===== src/hw/rtl/bfpt_pkg.sv =====
// ----------------------------------------------------------------------------
// Body frame pose tracker package
// Shared widths, register indexes, structs and CORDIC constants.
// ----------------------------------------------------------------------------
package bfpt_pkg;

    // Field widths of the item channels.
    localparam int POS_W     = 32;
    localparam int HEAD_W    = 15;
    localparam int TURN_W    = 18;
    localparam int CFG_W     = 16;
    localparam int CFG_IDX_W = 2;

    // Register indexes of the configuration port.
    localparam logic [CFG_IDX_W-1:0] REG_GAIN_X       = 2'd0;
    localparam logic [CFG_IDX_W-1:0] REG_GAIN_Y       = 2'd1;
    localparam logic [CFG_IDX_W-1:0] REG_GAIN_HEADING = 2'd2;
    localparam logic [CFG_IDX_W-1:0] REG_ARRIVE_RAD   = 2'd3;

    // Register reset values.
    localparam logic [CFG_W-1:0] GAIN_X_RST       = 16'd1280;
    localparam logic [CFG_W-1:0] GAIN_Y_RST       = 16'd1280;
    localparam logic [CFG_W-1:0] GAIN_HEADING_RST = 16'd1024;
    localparam logic [CFG_W-1:0] ARRIVE_RAD_RST   = 16'd3277;

    // CORDIC chain length (valid range 8 to 24) and stage index width.
    localparam int CORDIC_STAGES = 14;
    localparam int STAGE_W       = $clog2(CORDIC_STAGES);
    localparam int ATAN_ENTRIES  = 24;
    localparam int ATAN_IDX_W    = 5;

    // Heading constants: Q4.12 and Q2.30.
    localparam logic signed [15:0] PI_Q12       = 16'sd12868;
    localparam logic signed [15:0] TWO_PI_Q12   = 16'sd25736;
    localparam logic signed [14:0] FOLD_LIM_Q12 = 15'sd6433;
    localparam logic signed [34:0] PI_Q30       = 35'sd3373259426;
    localparam logic signed [32:0] CORDIC_K_Q30 = 33'sd652032874;

    // Arctangent of 2^-i in Q2.30.
    localparam logic [29:0] ATAN_Q30 [ATAN_ENTRIES] = '{
        30'h3243F6A8, 30'h1DAC6705, 30'h0FADBAFC, 30'h07F56EA6, 30'h03FEAB76,
        30'h01FFD55B, 30'h00FFFAAA, 30'h007FFF55, 30'h003FFFEA, 30'h001FFFFD,
        30'h000FFFFF, 30'h0007FFFF, 30'h0003FFFF, 30'h0001FFFF, 30'h0000FFFF,
        30'h00007FFF, 30'h00003FFF, 30'h00001FFF, 30'h00000FFF, 30'h000007FF,
        30'h000003FF, 30'h000001FF, 30'h000000FF, 30'h0000007F
    };

    // Rotation state handed from cell to cell.
    typedef struct packed {
        logic signed [32:0] x;
        logic signed [32:0] y;
        logic signed [34:0] z;
    } t_cordic;

    // Item data that rides along the chain untouched.
    typedef struct packed {
        logic               neg;
        logic signed [32:0] dx;
        logic signed [32:0] dy;
        logic signed [15:0] dth;
        logic               near;
    } t_carry;

    // Configuration registers.
    typedef struct packed {
        logic [CFG_W-1:0] gain_x;
        logic [CFG_W-1:0] gain_y;
        logic [CFG_W-1:0] gain_heading;
        logic [CFG_W-1:0] arrive_radius;
    } t_cfg;

    // Arctangent of the given stage, zero extended to the z width.
    function automatic logic signed [34:0] atan_q30(input logic [STAGE_W-1:0] idx);
        logic [ATAN_IDX_W-1:0] w_idx;
        w_idx = ATAN_IDX_W'(idx);
        return $signed({5'b0, ATAN_Q30[w_idx]});
    endfunction

endpackage


===== src/hw/rtl/bfpt_cordic_cell.sv =====
// ----------------------------------------------------------------------------
// CORDIC rotation cell
// One rotation step of the sine/cosine chain; passes the item data along.
// ----------------------------------------------------------------------------
module bfpt_cordic_cell (
    input  logic                         i_clk,
    input  logic                         i_rst_n,
    input  logic                         i_adv,
    input  logic [bfpt_pkg::STAGE_W-1:0] i_stage,
    input  logic                         i_valid,
    input  bfpt_pkg::t_cordic            i_cordic,
    input  bfpt_pkg::t_carry             i_carry,
    output logic                         o_valid,
    output bfpt_pkg::t_cordic            o_cordic,
    output bfpt_pkg::t_carry             o_carry
);
    import bfpt_pkg::*;

    logic               r_valid;
    t_cordic            r_cordic;
    t_carry             r_carry;
    t_cordic            n_cordic;
    logic signed [32:0] w_xs;
    logic signed [32:0] w_ys;
    logic signed [34:0] w_atan;

    // The stage index is tied off, so the shifts reduce to wiring.
    assign w_xs   = i_cordic.x >>> i_stage;
    assign w_ys   = i_cordic.y >>> i_stage;
    assign w_atan = atan_q30(i_stage);

    // Rotate toward zero residual angle.
    always_comb begin
        if (!i_cordic.z[34]) begin
            n_cordic.x = i_cordic.x - w_ys;
            n_cordic.y = i_cordic.y + w_xs;
            n_cordic.z = i_cordic.z - w_atan;
        end else begin
            n_cordic.x = i_cordic.x + w_ys;
            n_cordic.y = i_cordic.y - w_xs;
            n_cordic.z = i_cordic.z + w_atan;
        end
    end

    // Valid flag.
    always_ff @(posedge i_clk) begin
        if (!i_rst_n) begin
            r_valid <= 1'b0;
        end else if (i_adv) begin
            r_valid <= i_valid;
        end
    end

    // Rotation state and item data.
    always_ff @(posedge i_clk) begin
        if (i_adv) begin
            r_cordic <= n_cordic;
            r_carry  <= i_carry;
        end
    end

    assign o_valid  = r_valid;
    assign o_cordic = r_cordic;
    assign o_carry  = r_carry;

endmodule


===== config.mk =====
export PLATFORM = sky130hd
export DESIGN_NAME = bfpt_cordic_cell
export DESIGN_NICKNAME = d
export VERILOG_FILES = /design/src/hw/rtl/bfpt_pkg.sv /design/src/hw/rtl/bfpt_cordic_cell.sv
export SDC_FILE = /design/constraint.sdc
export NUM_CORES = 1
export LEC_CHECK = 0
export ABC_CLOCK_PERIOD_IN_PS = 5600
export BUFFER_PORTS_ARGS = -buffer_cell sky130_fd_sc_hd__buf_2
export CORE_MARGIN = 1.5
export CORE_UTILIZATION = 24
export CTS_BUF_LIST = sky130_fd_sc_hd__clkbuf_4 sky130_fd_sc_hd__clkbuf_8 sky130_fd_sc_hd__clkbuf_16
export CTS_CLUSTER_DIAMETER = 50
export DETAILED_ROUTE_END_ITERATION = 8
export PLACE_DENSITY = 0.43
export RECOVER_POWER = 100
export SETUP_SLACK_MARGIN = 0.4
export SYNTH_ARGS = -nofsm -noshare
export SYNTH_HDL_FRONTEND = slang
export SYNTH_SLANG_ARGS = --single-unit

===== constraint.sdc =====
create_clock -name i_clk -period 5.6 [get_ports i_clk]
set_clock_uncertainty 0.05 [all_clocks]
set_input_delay 0.56 -clock i_clk [delete_from_list [all_inputs] [get_ports i_clk]]
set_output_delay 0.56 -clock i_clk [all_outputs]
set_load 0.02 [all_outputs]

# == Word level (Yosys, flattened, before mapping) ==
# Memory sizes are Yosys's and may differ from the RTL's.
# Cells that the tools add are included.
# W data, S select, Z words.
# word_totals
ff_bits,186
mem_bits_ro,960
inputBits,193
output_inout_bits,186
elab_cells,23
mem_count,1
# classes
n_addsub,6
n_lt_le_gt_ge,1
shift,2
mux,3
n_bitwise,1
# mem_list
memory,depth,word_bits,read_ports,rd_clocked_by_memory_dff,wr,line_no,source
(name not given),32,30,1,0,0,bfpt_pkg.sv:76,"return $signed({5'b0, ATAN_Q30[w_idx]});"
# op_table
cell,n
$mux W101,1
$add A33 B33 Y33,2
$sshr A33 B4 Y33,2
$sub A33 B33 Y33,2
$mux W30,2
$add A35 B31 Y35,1
$sub A35 B31 Y35,1
$ge A6 B6 Y1 const B,1
$not A4 Y6,1

# == Depth between registers and ports, before layout ==
# logic_depth
ltp_word,6
depth_mapped,25
ltp_nobuf,20

# == Worst setup path before layout ==
# Ideal clock, no wire load.
# synth_timing
path_kind,input-to-reg
start,input port i_stage[3] in the netlist's numbering
end,"register r_cordic, in the netlist o_cordic[62], data pin"
setup_ns,0.259
t_arrival_ns,5.238
setup_slack_ns,0.053
cell_stages,24
path_buffers,6
path_cell_list,buf_2 buf_4 buf_2 buf_2 buf_1 clkbuf_1 mux2i_1 a21oi_1 nor2_1 a31o_2 nand2_1 o21ai_0 a31oi_1 xnor2_1 ha_1 o21a_1 o31a_1 o41a_1 o211ai_1 a31oi_1 a31o_2 or4b_2 a31oi_1 xnor2_1
# synth_rtl
element,line_no,source
from (decl),bfpt_cordic_cell.sv:9,"input logic [bfpt_pkg::STAGE_W-1:0] i_stage,"
to (signal assigned),bfpt_cordic_cell.sv:57,r_cordic <= n_cordic;
to (decl),bfpt_cordic_cell.sv:20,t_cordic r_cordic;

==> metrics.yaml <==
cp-start-kind: "input pin"
cp_max_fo: 25
cap_violations: 1
wl_um: 64400
antenna_found_initial: 4
rsz0062_at_grt: "true"
final_common_cell: "clkbuf_1"
synth_edf_count: 185
hold_buffers: 0
drtIter0Drc: 1147
mostFrequentLayoutCells: "clkbuf_1, buf_2, edfxtp_1"
ant_nets: 0
clockBufferDepth: 2
top_level_ports: 379
status: "finished with violations"
dr.pass1.iters: 5
yosysUniqueCellTypes: 84
cp.arrival_ps: 5340
powerDensity_mw_per_mm2: 288
port_buffers: 378
drive_above_1_share: 0.251
ir_worst_vdd_mv: 0.133
worstSetupPathType: "in -> reg"
leakagePower_nw: 8.39
fmax_mhz: 194
final_util: 0.309
cts_sinks: 186
slew_viol_final: 88
pre_cts_ws_ps: -66.5
core_mm2: 0.0687
synthCells: 1650
syn_avg_cell_area_um2: 10.1
cp.required_ps: 5790
h-tree-depth: 4
nNetsFinal: 2452
ys_ff_latch: 186
violations: "capacitance limit, slew limit"
cts_tree: "done"
ys.flop_type: "edfxtp_1"
rows: 96
finalHoldViolations: 0
yosys_warnings: 0
vias: 15200
grt_pass1_vias: 14900
start_util: 0.243
setup_viol: 0
insertion_delay_ps: 480
dp_hpwl_um: 51400
gp_congestion: 0.908
min_period_over_period: 0.919
n_fill_cell: 7292
timing.max_slew.rel_slack: -2.49
synth.net_count: 1956
routed_via_density: 4.93
syn2layout_area_growth_pct: 27.4
die_area_mm2: 0.0711
clock-root-buffer: "clkbuf_16"
seq_area_frac_synth: 0.334
worst_slack_ps: 452
syn_area_mm2: 0.0167
layout_min_cycle_time_ps: 5150
routedWlPerCell_um: 20.8
worst_r2r_path_depth: 2
crit_path_end_kind: "flip-flop"
async_reset_ff_frac: 0
cts_made_buffers: 17
drcViolationCount: 0
grt_pass1_wl_um: 93400
die_w_um: 267
clk_pin_slew_ps: 90
worst_hold_slack_ps: 183
grt_util_all_layers: 0.175
die_h_um: 267
hp-class: "in -> reg"
hold_depth: 1
worstMarginPinSlew_ps: 5230
grt_max_degree: 101
grt-ovfl-total: 0
[timing repair]
item,in CTS,in global routing
hold endpoints to repair,0,0
gates resized for setup,0,21
setup buffers,0,3
setup endpoints to repair,0,22
[worst max-delay path, cell delays in order]
cell and delay [ps]:
buf_12 190, mux4_2 520, and2_0 160, a31o_2 250
a21oi_1 240, ha_1 270, a21oi_1 380, ha_1 310
nor2b_1 130, o31a_1 250, o41a_1 340, o211ai_1 250
a31oi_1 190, a31o_2 280, or4b_2 700, a31oi_1 210
xnor2_1 80
[per-layer routing]
metal / track usage / wire length, um / vias up
met5: 0 / 31 / -
met4: 0.0551 / 1330 / 6
met3: 0.0352 / 4400 / 78
met2: 0.301 / 31400 / 592
met1: 0.220 / 27200 / 7290
li1: - / - / 7281
[power breakdown]
part / switching [mW] / total, mW / internal [mW]
clock network: 0.657 / 1.30 / 0.640
logic: 1.71 / 2.86 / 1.15
registers: 0.0725 / 1.96 / 1.89
total: 2.44 / 6.11 / 3.68
[metrics by stage]
stage,setup TNS (ps),total power [mW],instances,instance area [um2]
2_1_floorplan,0,3.79,1650,16800
3_3_place_gp,-201,4.92,3054,20800
3_5_place_dp,-401,4.92,3054,20800
4_1_cts,0,6.29,3086,21400
5_1_grt,0,6.51,3091,21300
6_report,0,6.11,3091,21300
[logic make-up after synthesis]
logic type | Yosys count | share of synthesized area
adder cells (fa/ha/maj) | 113 | 0.0861
multiplexers | 160 | 0.156
buffers and inverters | 129 | 0.0340
XOR/XNOR | 174 | 0.0914
AND/OR/NAND/NOR | 424 | 0.123
flip-flops | 186 | 0.334
AO/OA/AOI/OAI | 464 | 0.175
[synthesized netlist by cell type (all sizes together), types with 15 or more instances]
master  instances  share of area
edfxtp        185           0.33
a21oi         155          0.047
nand2         131          0.029
xnor2         128          0.067
nor2          116          0.026
ha            110          0.083
o21ai          98          0.029
mux4           75           0.10
mux2i          49          0.030
buf            46          0.015
xor2           46          0.024
inv            42         0.0095
a21o           40          0.018
clkbuf         40         0.0091
mux2           36          0.024
nor3           35          0.011
a31oi          31          0.012
nand3          25         0.0075
a211oi         23          0.010
nor2b          21         0.0079
nand2b         17         0.0064
and2           15         0.0056
[registers in the layout, indices dropped and copies added (netlist names)]
register	count
o_cordic	101
o_carry	84
o_valid	1
[final cells by class]
cell class | instances | area (um2) | area share
tap | 931 | 1160 | 0.0548
clock buffer | 17 | 425 | 0.0200
multi-input combinational | 1335 | 10600 | 0.499
timing repair buffer | 563 | 3130 | 0.147
clock inverter | 15 | 178 | 0.00836
sequential | 186 | 5580 | 0.262
antenna | 1 | 2.50 | 0.000118
inverter | 43 | 165 | 0.00777
[worst paths after layout]
kind	start	slack, ps	endpoint
worst min register to register	o_valid$_SDFFE_PN0P_	480	o_valid$_SDFFE_PN0P_
worst max-delay path	i_stage[0]	450	o_cordic[62]$_DFFE_PP_
worst min-delay path	i_carry[17]	180	o_carry[17]$_DFFE_PP_
worst max register to register	o_valid$_SDFFE_PN0P_	4960	o_valid$_SDFFE_PN0P_
Power figures use the tool's default switching activity.
