**src/hw/rtl/bfpt_pkg.sv**
```systemverilog
// ----------------------------------------------------------------------------
// Body frame pose tracker package
// Shared widths, register indexes, structs and CORDIC constants.
// ----------------------------------------------------------------------------
package bfpt_pkg;

    // Field widths of the item channels.
    localparam int POS_W     = 32;
    localparam int HEAD_W    = 15;
    localparam int TURN_W    = 18;
    localparam int CFG_W     = 16;
    localparam int CFG_IDX_W = 2;

    // Register indexes of the configuration port.
    localparam logic [CFG_IDX_W-1:0] REG_GAIN_X       = 2'd0;
    localparam logic [CFG_IDX_W-1:0] REG_GAIN_Y       = 2'd1;
    localparam logic [CFG_IDX_W-1:0] REG_GAIN_HEADING = 2'd2;
    localparam logic [CFG_IDX_W-1:0] REG_ARRIVE_RAD   = 2'd3;

    // Register reset values.
    localparam logic [CFG_W-1:0] GAIN_X_RST       = 16'd1280;
    localparam logic [CFG_W-1:0] GAIN_Y_RST       = 16'd1280;
    localparam logic [CFG_W-1:0] GAIN_HEADING_RST = 16'd1024;
    localparam logic [CFG_W-1:0] ARRIVE_RAD_RST   = 16'd3277;

    // CORDIC chain length (valid range 8 to 24) and stage index width.
    localparam int CORDIC_STAGES = 14;
    localparam int STAGE_W       = $clog2(CORDIC_STAGES);
    localparam int ATAN_ENTRIES  = 24;
    localparam int ATAN_IDX_W    = 5;

    // Heading constants: Q4.12 and Q2.30.
    localparam logic signed [15:0] PI_Q12       = 16'sd12868;
    localparam logic signed [15:0] TWO_PI_Q12   = 16'sd25736;
    localparam logic signed [14:0] FOLD_LIM_Q12 = 15'sd6433;
    localparam logic signed [34:0] PI_Q30       = 35'sd3373259426;
    localparam logic signed [32:0] CORDIC_K_Q30 = 33'sd652032874;

    // Arctangent of 2^-i in Q2.30.
    localparam logic [29:0] ATAN_Q30 [ATAN_ENTRIES] = '{
        30'h3243F6A8, 30'h1DAC6705, 30'h0FADBAFC, 30'h07F56EA6, 30'h03FEAB76,
        30'h01FFD55B, 30'h00FFFAAA, 30'h007FFF55, 30'h003FFFEA, 30'h001FFFFD,
        30'h000FFFFF, 30'h0007FFFF, 30'h0003FFFF, 30'h0001FFFF, 30'h0000FFFF,
        30'h00007FFF, 30'h00003FFF, 30'h00001FFF, 30'h00000FFF, 30'h000007FF,
        30'h000003FF, 30'h000001FF, 30'h000000FF, 30'h0000007F
    };

    // Rotation state handed from cell to cell.
    typedef struct packed {
        logic signed [32:0] x;
        logic signed [32:0] y;
        logic signed [34:0] z;
    } t_cordic;

    // Item data that rides along the chain untouched.
    typedef struct packed {
        logic               neg;
        logic signed [32:0] dx;
        logic signed [32:0] dy;
        logic signed [15:0] dth;
        logic               near;
    } t_carry;

    // Configuration registers.
    typedef struct packed {
        logic [CFG_W-1:0] gain_x;
        logic [CFG_W-1:0] gain_y;
        logic [CFG_W-1:0] gain_heading;
        logic [CFG_W-1:0] arrive_radius;
    } t_cfg;

    // Arctangent of the given stage, zero extended to the z width.
    function automatic logic signed [34:0] atan_q30(input logic [STAGE_W-1:0] idx);
        logic [ATAN_IDX_W-1:0] w_idx;
        w_idx = ATAN_IDX_W'(idx);
        return $signed({5'b0, ATAN_Q30[w_idx]});
    endfunction

endpackage

```
**src/hw/rtl/bfpt_in_if.sv**
```systemverilog
// ----------------------------------------------------------------------------
// Pose item channel
// Valid/ready channel carrying the current and target pose of one item.
// ----------------------------------------------------------------------------
interface bfpt_in_if;
    logic                                 valid;
    logic                                 ready;
    logic signed [bfpt_pkg::POS_W-1:0]    pose_x;
    logic signed [bfpt_pkg::POS_W-1:0]    pose_y;
    logic signed [bfpt_pkg::HEAD_W-1:0]   pose_heading;
    logic signed [bfpt_pkg::POS_W-1:0]    target_x;
    logic signed [bfpt_pkg::POS_W-1:0]    target_y;
    logic signed [bfpt_pkg::HEAD_W-1:0]   target_heading;

    modport source (
        output valid, pose_x, pose_y, pose_heading, target_x, target_y, target_heading,
        input  ready
    );
    modport sink (
        input  valid, pose_x, pose_y, pose_heading, target_x, target_y, target_heading,
        output ready
    );
endinterface

```
**src/hw/rtl/bfpt_front.sv**
```systemverilog
// ----------------------------------------------------------------------------
// Pose tracker front stage
// Forms the pose errors, wraps the heading error and folds the heading
// into the CORDIC convergence range.
// ----------------------------------------------------------------------------
module bfpt_front (
    input  logic              i_clk,
    input  logic              i_rst_n,
    input  logic              i_adv,
    bfpt_in_if.sink           i_pose,
    output logic              o_valid,
    output bfpt_pkg::t_cordic o_cordic,
    output bfpt_pkg::t_carry  o_carry
);
    import bfpt_pkg::*;

    logic               r_valid;
    t_cordic            r_cordic;
    t_carry             r_carry;
    t_cordic            n_cordic;
    t_carry             n_carry;
    logic signed [15:0] w_dth_raw;
    logic signed [34:0] w_zh;

    // The pipeline takes an item whenever it advances.
    assign i_pose.ready = i_adv;

    // Errors, heading wrap, near test and heading fold.
    always_comb begin
        n_carry.dx = $signed({i_pose.target_x[POS_W-1], i_pose.target_x})
                   - $signed({i_pose.pose_x[POS_W-1], i_pose.pose_x});
        n_carry.dy = $signed({i_pose.target_y[POS_W-1], i_pose.target_y})
                   - $signed({i_pose.pose_y[POS_W-1], i_pose.pose_y});
        w_dth_raw  = $signed({i_pose.target_heading[HEAD_W-1], i_pose.target_heading})
                   - $signed({i_pose.pose_heading[HEAD_W-1], i_pose.pose_heading});
        if (w_dth_raw > PI_Q12) begin
            n_carry.dth = w_dth_raw - TWO_PI_Q12;
        end else if (w_dth_raw < -PI_Q12) begin
            n_carry.dth = w_dth_raw + TWO_PI_Q12;
        end else begin
            n_carry.dth = w_dth_raw;
        end
        // A larger error can never fall inside a 16-bit radius.
        n_carry.near = (n_carry.dx > -33'sd65536) && (n_carry.dx < 33'sd65536)
                    && (n_carry.dy > -33'sd65536) && (n_carry.dy < 33'sd65536);

        // Heading to Q2.30; fold by pi when beyond half pi.
        w_zh = $signed({{2{i_pose.pose_heading[HEAD_W-1]}}, i_pose.pose_heading, 18'b0});
        n_cordic.x = CORDIC_K_Q30;
        n_cordic.y = '0;
        if (i_pose.pose_heading > FOLD_LIM_Q12) begin
            n_cordic.z  = w_zh - PI_Q30;
            n_carry.neg = 1'b1;
        end else if (i_pose.pose_heading < -FOLD_LIM_Q12) begin
            n_cordic.z  = w_zh + PI_Q30;
            n_carry.neg = 1'b1;
        end else begin
            n_cordic.z  = w_zh;
            n_carry.neg = 1'b0;
        end
    end

    // Valid flag.
    always_ff @(posedge i_clk) begin
        if (!i_rst_n) begin
            r_valid <= 1'b0;
        end else if (i_adv) begin
            r_valid <= i_pose.valid;
        end
    end

    // Item data.
    always_ff @(posedge i_clk) begin
        if (i_adv) begin
            r_cordic <= n_cordic;
            r_carry  <= n_carry;
        end
    end

    assign o_valid  = r_valid;
    assign o_cordic = r_cordic;
    assign o_carry  = r_carry;

endmodule

```
**src/flat_wrapper.sv**
```systemverilog
// flat-port wrapper written by rule: the top's interface ports become plain ports
module bfpt_front_flat import bfpt_pkg::*;
  (i_clk, i_rst_n, i_adv, o_valid, o_cordic, o_carry, i_pose_valid, i_pose_pose_x, i_pose_pose_y, i_pose_pose_heading, i_pose_target_x, i_pose_target_y, i_pose_target_heading, i_pose_ready);
  bfpt_in_if i_pose_i ();
  input  logic i_clk;
  input  logic i_rst_n;
  input  logic i_adv;
  output logic o_valid;
  output bfpt_pkg::t_cordic o_cordic;
  output bfpt_pkg::t_carry o_carry;
  input wire logic [$bits(i_pose_i.valid)-1:0] i_pose_valid;
  input wire logic [$bits(i_pose_i.pose_x)-1:0] i_pose_pose_x;
  input wire logic [$bits(i_pose_i.pose_y)-1:0] i_pose_pose_y;
  input wire logic [$bits(i_pose_i.pose_heading)-1:0] i_pose_pose_heading;
  input wire logic [$bits(i_pose_i.target_x)-1:0] i_pose_target_x;
  input wire logic [$bits(i_pose_i.target_y)-1:0] i_pose_target_y;
  input wire logic [$bits(i_pose_i.target_heading)-1:0] i_pose_target_heading;
  output wire logic [$bits(i_pose_i.ready)-1:0] i_pose_ready;
  assign i_pose_i.valid = i_pose_valid;
  assign i_pose_i.pose_x = i_pose_pose_x;
  assign i_pose_i.pose_y = i_pose_pose_y;
  assign i_pose_i.pose_heading = i_pose_pose_heading;
  assign i_pose_i.target_x = i_pose_target_x;
  assign i_pose_i.target_y = i_pose_target_y;
  assign i_pose_i.target_heading = i_pose_target_heading;
  assign i_pose_ready = i_pose_i.ready;
  bfpt_front u_core (.i_clk(i_clk), .i_rst_n(i_rst_n), .i_adv(i_adv), .i_pose(i_pose_i), .o_valid(o_valid), .o_cordic(o_cordic), .o_carry(o_carry));
endmodule
```
**config.mk**
```make
export PLATFORM = sky130hd
export DESIGN_NAME = bfpt_front_flat
export DESIGN_NICKNAME = d
export VERILOG_FILES = /design/src/hw/rtl/bfpt_pkg.sv /design/src/hw/rtl/bfpt_in_if.sv /design/src/hw/rtl/bfpt_front.sv /design/src/flat_wrapper.sv
export SDC_FILE = /design/constraint.sdc
export NUM_CORES = 1
export LEC_CHECK = 0
export BUFFER_PORTS_ARGS = -buffer_cell sky130_fd_sc_hd__buf_4
export CAP_MARGIN = 20
export CORE_MARGIN = 2
export CORE_UTILIZATION = 45
export DETAILED_ROUTE_END_ITERATION = 8
export PLACE_DENSITY = 0.71
export REMOVE_ABC_BUFFERS = 1
export SYNTH_ARGS = -nofsm -noshare
export SYNTH_HDL_FRONTEND = slang
export SYNTH_SLANG_ARGS = --single-unit
```
**constraint.sdc**
```tcl
create_clock -name i_clk -period 3.9 [get_ports i_clk]
set_input_delay 0 -clock i_clk [delete_from_list [all_inputs] [get_ports i_clk]]
set_output_delay 0 -clock i_clk [all_outputs]
set_load 0.005 [all_outputs]
```
# Word level (Yosys, flattened, before mapping)
# Cells that the tools add are included.
[totals]
latch_bits = 0
mem_bits_ro = 0
mem_count = 0
ff_bits = 120
ramBits = 0
[classes]
muxes = 5
div = 0
n_shift = 0
n_reduce_logical = 3
n_eq_ne = 0
magnitude_cmp = 8
n_mul = 0
n_addsub = 7
bitwise_logic = 0
[op_table]
columns = ["cell", "n"]
rows = [
  ["$mux 35", 2],
  ["$gt 33x17->1 const B", 2],
  ["$lt 33x18->1 const B", 2],
  ["$sub 32x32->33", 2],
  ["$add 33x33->34 const B", 1],
  ["$sub 33x33->34 const B", 1],
  ["$mux 16", 2],
  ["$add 16x16->16 const B", 1],
  ["$gt 16x15->1 const B", 1],
  ["$lt 16x15->1 const B", 1],
  ["$sub 15x15->16", 1],
  ["$sub 16x16->16 const B", 1],
  ["$gt 15x14->1 const B", 1],
  ["$lt 15x14->1 const B", 1],
  ["$logic_and 1x1->1", 3],
  ["$mux 1", 1],
]

# Depth between registers and ports, before layout
# Gate-level depths: netlist of run 1.
[logic_depth]
depth_word = 5
depth_mapped = 15

# Least setup slack after synthesis of run 1
# OpenSTA, ideal clock, no wires.
[synth_path]
kind = "input-to-reg"
start = "input i_pose_target_x[0]"
end = "register u_core.r_carry (netlist bit u_core.o_carry[0]) (data pin)"
arrival_time_ps = 3390
setup_ps = 159
path_slack_ps = 351
stages = 14
n_path_buf = 0
cell_sequence = "inv_1 > ha_1 > fa_1 > and2b_1 > o2111ai_2 > and3b_4 > nor3_4 > a21oi_2 > o311ai_4 > nand3_2 > or3_1 > or4_1 > or4_1 > a22oi_1"
[synth_rtl]
columns = ["element", "line_no", "rtl"]
rows = [
  ["from (decl)", "flat_wrapper.sv:15", "input wire logic [$bits(i_pose_i.target_x)-1:0] i_pose_target_x;"],
  ["to (signal assigned)", "bfpt_front.sv:76", "r_carry <= n_carry;"],
  ["to (decl)", "bfpt_front.sv:19", "t_carry r_carry;"],
]

==> results of run 1 <==
[how the worst max path moves through the flow]
stage | from | endpoint | slack [ps] | cells past startpoint
after CTS | i_pose_pose_heading[9] | u_core.o_carry[7]$_DFFE_PP_ | 280 | 13
after global routing | i_pose_pose_heading[9] | u_core.o_carry[15]$_DFFE_PP_ | 60 | 13
after floorplan | i_pose_target_x[0] | u_core.o_carry[0]$_DFFE_PP_ | 350 | 14
final | i_pose_pose_heading[9] | u_core.o_carry[7]$_DFFE_PP_ | 230 | 13
after detailed placement | i_pose_target_x[0] | u_core.o_carry[0]$_DFFE_PP_ | 20 | 15
after global placement | i_pose_target_x[0] | u_core.o_carry[0]$_DFFE_PP_ | 100 | 15
[cell type report]
class                           instances  area (um^2)
Clock buffer                           10          229
Fill cell                            1864         8900
Inverter                              123          462
Timing Repair Buffer                  303         2280
Multi-Input combinational cell        835         5770
Clock inverter                          6         85.1
Sequential cell                       103         3080
Tap cell                              275          344
[registers in the layout (all words and copies together) (netlist names)]
name	count
u_core.o_carry	83
u_core.o_cordic	19
u_core.o_valid	1
[worst max-delay path, cell delays in order]
cell           delay, ps
dlygate4sd3_1        570
buf_4                170
inv_1                110
ha_1                 280
o21a_1               200
o21ai_1              360
o311ai_0             220
a311oi_1             410
nand2_1               90
a31o_2               250
a21oi_1              670
a32oi_1              230
xnor2_1              170
[where the power goes]
group | switching (mW) | internal (mW) | total [mW]
logic | 0.955 | 0.856 | 1.81
clock network | 0.435 | 0.562 | 0.997
registers | 0.0724 | 1.48 | 1.55
total | 1.46 | 2.89 | 4.36
[what timing repair did]
action / 4_1_cts / 5_1_grt
endpoints found under the hold margin: 4 / 0
setup buffers: 0 / 0
hold buffers: 4 / 0
[through the flow]
step                hold slack (ps)  utilization  cell area (um^2)  power (mW)
floorplan                         0            -              9310        2.57
global placement                214        0.563             11900        3.33
detailed placement              226        0.563             11900        3.36
CTS                            25.2        0.579             12300        4.36
global route                   39.1        0.579             12300        4.62
finish                         36.9        0.579             12300        4.36
[metal layers]
metal  vias to the layer above  GRT usage  routed length, um
met3                        48     0.0407               2310
met2                       411      0.385              12800
li1                       4426          -                  -
met5                         -          0                  0
met4                         0     0.0874                781
met1                      4115      0.286              11100
[cells in the mapped netlist (11+ instances only)]
library cell / instances
o21a_1: 20
nor3_1: 23
edfxtp_1: 102
a21o_1: 28
xor2_1: 21
a31oi_1: 13
a21oi_1: 67
o21ai_0: 49
buf_4: 84
nand3_1: 27
nand2_1: 64
ha_1: 86
o311ai_0: 11
nor2_1: 69
inv_1: 122
nand4_1: 11
xnor2_1: 63
clkbuf_1: 14
[cells by family after synthesis]
group | after synthesis | synth area share
mux | 2 | 0.00205
simple gates | 282 | 0.149
fa+ha+maj | 89 | 0.116
other cells | 2 | 0.000770
compound gates | 311 | 0.223
xor+xnor | 84 | 0.0754
buf+inv | 221 | 0.117
flops | 103 | 0.316
==> metrics, run 1 <==
clock sink count=between 100 and 150; DP Worst Slack=between 20 and 25 ps; Vias=9000; worst r2r src=u_core.o_valid$_SDFFE_PN0P_; H-tree levels=3; gpl congestion=approximately 0.94; Area growth syn-to-layout=25.7%; Post-DRT Antenna Nets=0; share of layout cells above drive strength 1=0.243; vias per cell=5.44; largest net degree at the start of global routing=53; Max Cap Violations=0; r2r endpoint=u_core.o_valid$_SDFFE_PN0P_; syn_area_per_cell=just under 9 um^2; GRT Total Usage=0.227; min-delay src=i_pose_pose_y[0]; ys async rst share=0; Worst R2R Path Depth=3; clock skew=0 ps; TritonCTS clock tree=built; Synth area leader=edfxtp_1; Clock Latency Late Sink=about 350 ps; final setup TNS=0 ps; cells after synthesis=about 1100; r2r setup slk=between 2000 and 3000 ps; CTS resizes=0; GRT overflow=0; root buf cell=clkbuf_16; Port Buffers=281; status=completed; CP startpoint kind=input pin; final hold violations=0; Post-Synthesis Cell Area=about 0.0098 mm^2; DP HPWL=22100 um; full die area=about 0.023 mm^2; placed cells=between 1500 and 2000; Max IR drop VDD=197 uV; Seq/Total Area, Yosys=0.316; Leakage=roughly 5.6 nW; highest clock rate=between 0.2 and 0.3 GHz; Initial DRC Count=470; fin worst setup slack=between 200 and 250 ps; WHS Endpoint=u_core.o_carry[17]$_DFFE_PP_; # DRC=0; Antenna Cells=0; 1st-pass router iterations=5; maximum root-to-sink buffer count=2; WHS Path Cells=3; Min-Delay Path Class=input pin to register; vias in the first global route=between 8000 and 9000; number of synthesized register bits=103; Rows=53; Die Width=about 150 um; most common cell after layout, fill and taps aside=buf_4; final net count=~1600; Initial Util=0.461; Unique masters post-synth=90; CP Class=input pin to register; worst-path maximum fanout=11; IO Count=~350; Worst setup EP type=register; first-pass GRT wire length=approximately 40000 um; Worst Path Arrival=3740 ps; Worst EP required=a little under 4000 ps; top_reg_cell synth=edfxtp_1; number of enable flip-flop cells after synthesis=approximately 100; period utilization=0.940; Yosys top cell area share=0.314; Worst Tran Pin Value=~820 ps; Slew Limit Fails=0; largest cells by area after synthesis=edfxtp_1 (31%), ha_1 (11%), buf_4 (6.5%), xnor2_1 (5.7%), inv_1 (4.7%); Worst-path clk slew=approximately 70 ps; TritonCTS Buffers=9; initial antenna violation count=0; Std-Cell Core Area=0.0212 mm^2; Die Y=~150 um; RSZ-0062 raised after global routing=no; Avg WL per Cell=16.3 um; clock period minus worst slack=around 3700 ps; Pwr per Cell Area=355 mW/mm^2; WL final=between 20000 and 30000 um; # setup viols final=0; Non-Filler Instances=~1700; yosys warns=0; Rel. slew slack=0.451; most frequent cells in the layout=buf_4 (299), inv_1 (122), edfxtp_1 (102)
Power figures use the tool's default switching activity.
==> run 2, diff against run 1 <==
SETUP_SLACK_MARGIN = 0.3   (was default)
==> run 2 against run 1 <==
Flip-flop and latch count is the same. Die area stayed put. Fmax increased by 6.0%. Clock power barely moved. Clock skew stayed put. Sequential share of layout area decreased by 0.13 points. Count of clock-buffer cells in the layout unchanged. Wire length grew 0.35%. Register-to-register slack hardly changed. Critical endpoint is now u_core.o_carry[0]$_DFFE_PP_. Largest power group unchanged. Highest routed layer unchanged.
==> metrics, run 2 (synthesized netlist as in run 1, its figures left out) <==
status=completed; GRT Total Usage=0.227 (about the same); 1st-pass router iterations=5 (unchanged); Internal Power=2.90 mW (+0.37%); final net count=1630 (+0.25%); Leakage=5.67 nW (+0.39%); Worst Tran Pin Value=814 ps (-9.65 ps); GRT overflow=0 (unchanged); most frequent cells in the layout=buf_4 (303), inv_1 (121), edfxtp_1 (102); TritonCTS Buffers=9 (unchanged); sequential power share=0.354 (about the same); share of layout cells above drive strength 1=0.250 (+0.00725); Worst-path clk slew=70 ps (about the same); full die area=0.0229 mm^2 (unchanged); RSZ-0062 raised after global routing=no; Initial Util=0.461 (unchanged); Worst EP required=4110 ps (+130 ps); most common cell after layout, fill and taps aside=buf_4; DP HPWL=22100 um (unchanged); Worst Path Arrival=3670 ps (-70 ps); sw frac=0.335 (-0.000532); Port Buffers=281 (unchanged); gpl congestion=0.941 (unchanged); Crit path max-delay family=simple AND/OR/NAND/NOR gates; highest clock rate=0.289 GHz (+6.0%); worst path cell trace=buf_4, inv_2, ha_4, fa_2, and2b_1, o2111ai_2, and3b_4, nor3_4, buf_4, a2111o_1, o311ai_4, nand3_2, or3_4, or4_4, or4_4, a22oi_2; sw power=1.46 mW (+0.13%); Avg WL per Cell=16.3 um (+0.11%); slowest stage delay, CP=520 ps (-150 ps); Max IR drop VDD=196 uV (-0.36%); DP Worst Slack=21.8 ps (unchanged); Clk pwr share=0.227 (-0.002); root buf cell=clkbuf_16; number of fill cells=1856 (-0.43%); period utilization=0.887 (-0.0532); CP bufs+invs=3 (unchanged); # setup viols final=0 (unchanged); final hold violations=0 (unchanged); Min Hold Slack=39.6 ps (+2.70 ps); Slowest-stage cell, CP=or4_4; WL final=27100 um (+0.35%); vias in the first global route=8237 (+0.024%); clock skew=0 ps (unchanged); Slew Limit Fails=0 (unchanged); Min-Delay Path Class=input pin to register; Worst setup EP type=register; # DRC=0 (unchanged); first-pass GRT wire length=40900 um (about the same); CP Class=input pin to register; Vias=9014 (+0.16%); IO Count=349 (unchanged); Clock Latency Late Sink=350 ps (about the same); Largest register FFs=83 (unchanged); maximum root-to-sink buffer count=2 (unchanged); largest net degree at the start of global routing=53 (unchanged); Initial DRC Count=493 (+4.9%); TritonCTS clock tree=built; Post-DRT Antenna Nets=0 (unchanged); Die Width=151 um (unchanged); final setup TNS=0 ps (unchanged); worst-path maximum fanout=4 (-7); Area growth syn-to-layout=26.3%; Antenna Cells=0 (unchanged); Comb power frac=0.418 (+0.002); Rel. slew slack=0.456 (+0.00460); clock period minus worst slack=3460 ps (-207 ps); fin worst setup slack=441 ps (+207 ps); CP startpoint kind=input pin; Pwr per Cell Area=355 mW/mm^2 (-0.22%); Std-Cell Core Area=0.0212 mm^2 (unchanged); Max Cap Violations=0 (unchanged); clock sink count=103 (unchanged); Core Util, Final=0.582 (+0.00296); H-tree levels=3 (unchanged); initial antenna violation count=0 (unchanged); Die Y=151 um (unchanged); vias per cell=5.43 (about the same); Rows=53 (unchanged)
[run 2: layout make-up]
cell class | count | area, um^2 | share of cell area
clock inverters | 6 | 85.1 | 0.00691
multi-input cells | 835 | 5800 | 0.471
well taps | 275 | 344 | 0.0279
clock buffers | 10 | 229 | 0.0186
repair buffers | 307 | 2310 | 0.188
inverters | 123 | 462 | 0.0375
flip-flops and latches | 103 | 3080 | 0.250
[run 2: repair_timing]
item,4_1_cts,5_1_grt
hold endpoints to repair,4,0
hold buffers,4,0
buffers inserted,0,4
gates resized for setup,0,8
endpoints found under the setup margin,0,1
[run 2: worst reg2reg max path, cell delays in order, from the launching register on]
cell	delay (ps)
dfxtp_1	310
mux2i_1	130
nor2b_1	60
dlygate4sd3_1	540
[run 2: power groups by stage]
stage | registers [mW] | logic [mW] | clock network [mW]
after floorplan | 1.58 | 0.996 | 0
after global placement | 1.57 | 1.76 | 0
after detailed placement | 1.57 | 1.78 | 0
after CTS | 1.55 | 1.80 | 1.01
after global routing | 1.56 | 2.01 | 1.06
final | 1.55 | 1.83 | 0.994
[run 2: final timing paths]
path	from	to	slack, ps	cells past startpoint
worst max-delay path	i_pose_target_x[0]	u_core.o_carry[0]$_DFFE_PP_	440	16
worst min-delay path	i_pose_pose_y[0]	u_core.o_carry[17]$_DFFE_PP_	40	3
worst max register to register	u_core.o_valid$_SDFFE_PN0P_	u_core.o_valid$_SDFFE_PN0P_	2750	3
worst min register to register	u_core.o_valid$_SDFFE_PN0P_	u_core.o_valid$_SDFFE_PN0P_	1070	3
[run 2: metrics by stage]
stage	cell area (um^2)	power, mW	cells
global route	12300	4.63	1659
finish	12300	4.37	1659
floorplan	9310	2.57	1061
detailed placement	11900	3.36	1635
CTS	12300	4.36	1655
global placement	11900	3.33	1635
[run 2: metal layers]
metal	global-route usage	routed length, um	share of wire
met5	0	0	0
met4	0.0874	769	0.028
met3	0.0386	2190	0.081
met2	0.385	12900	0.48
met1	0.288	11200	0.41
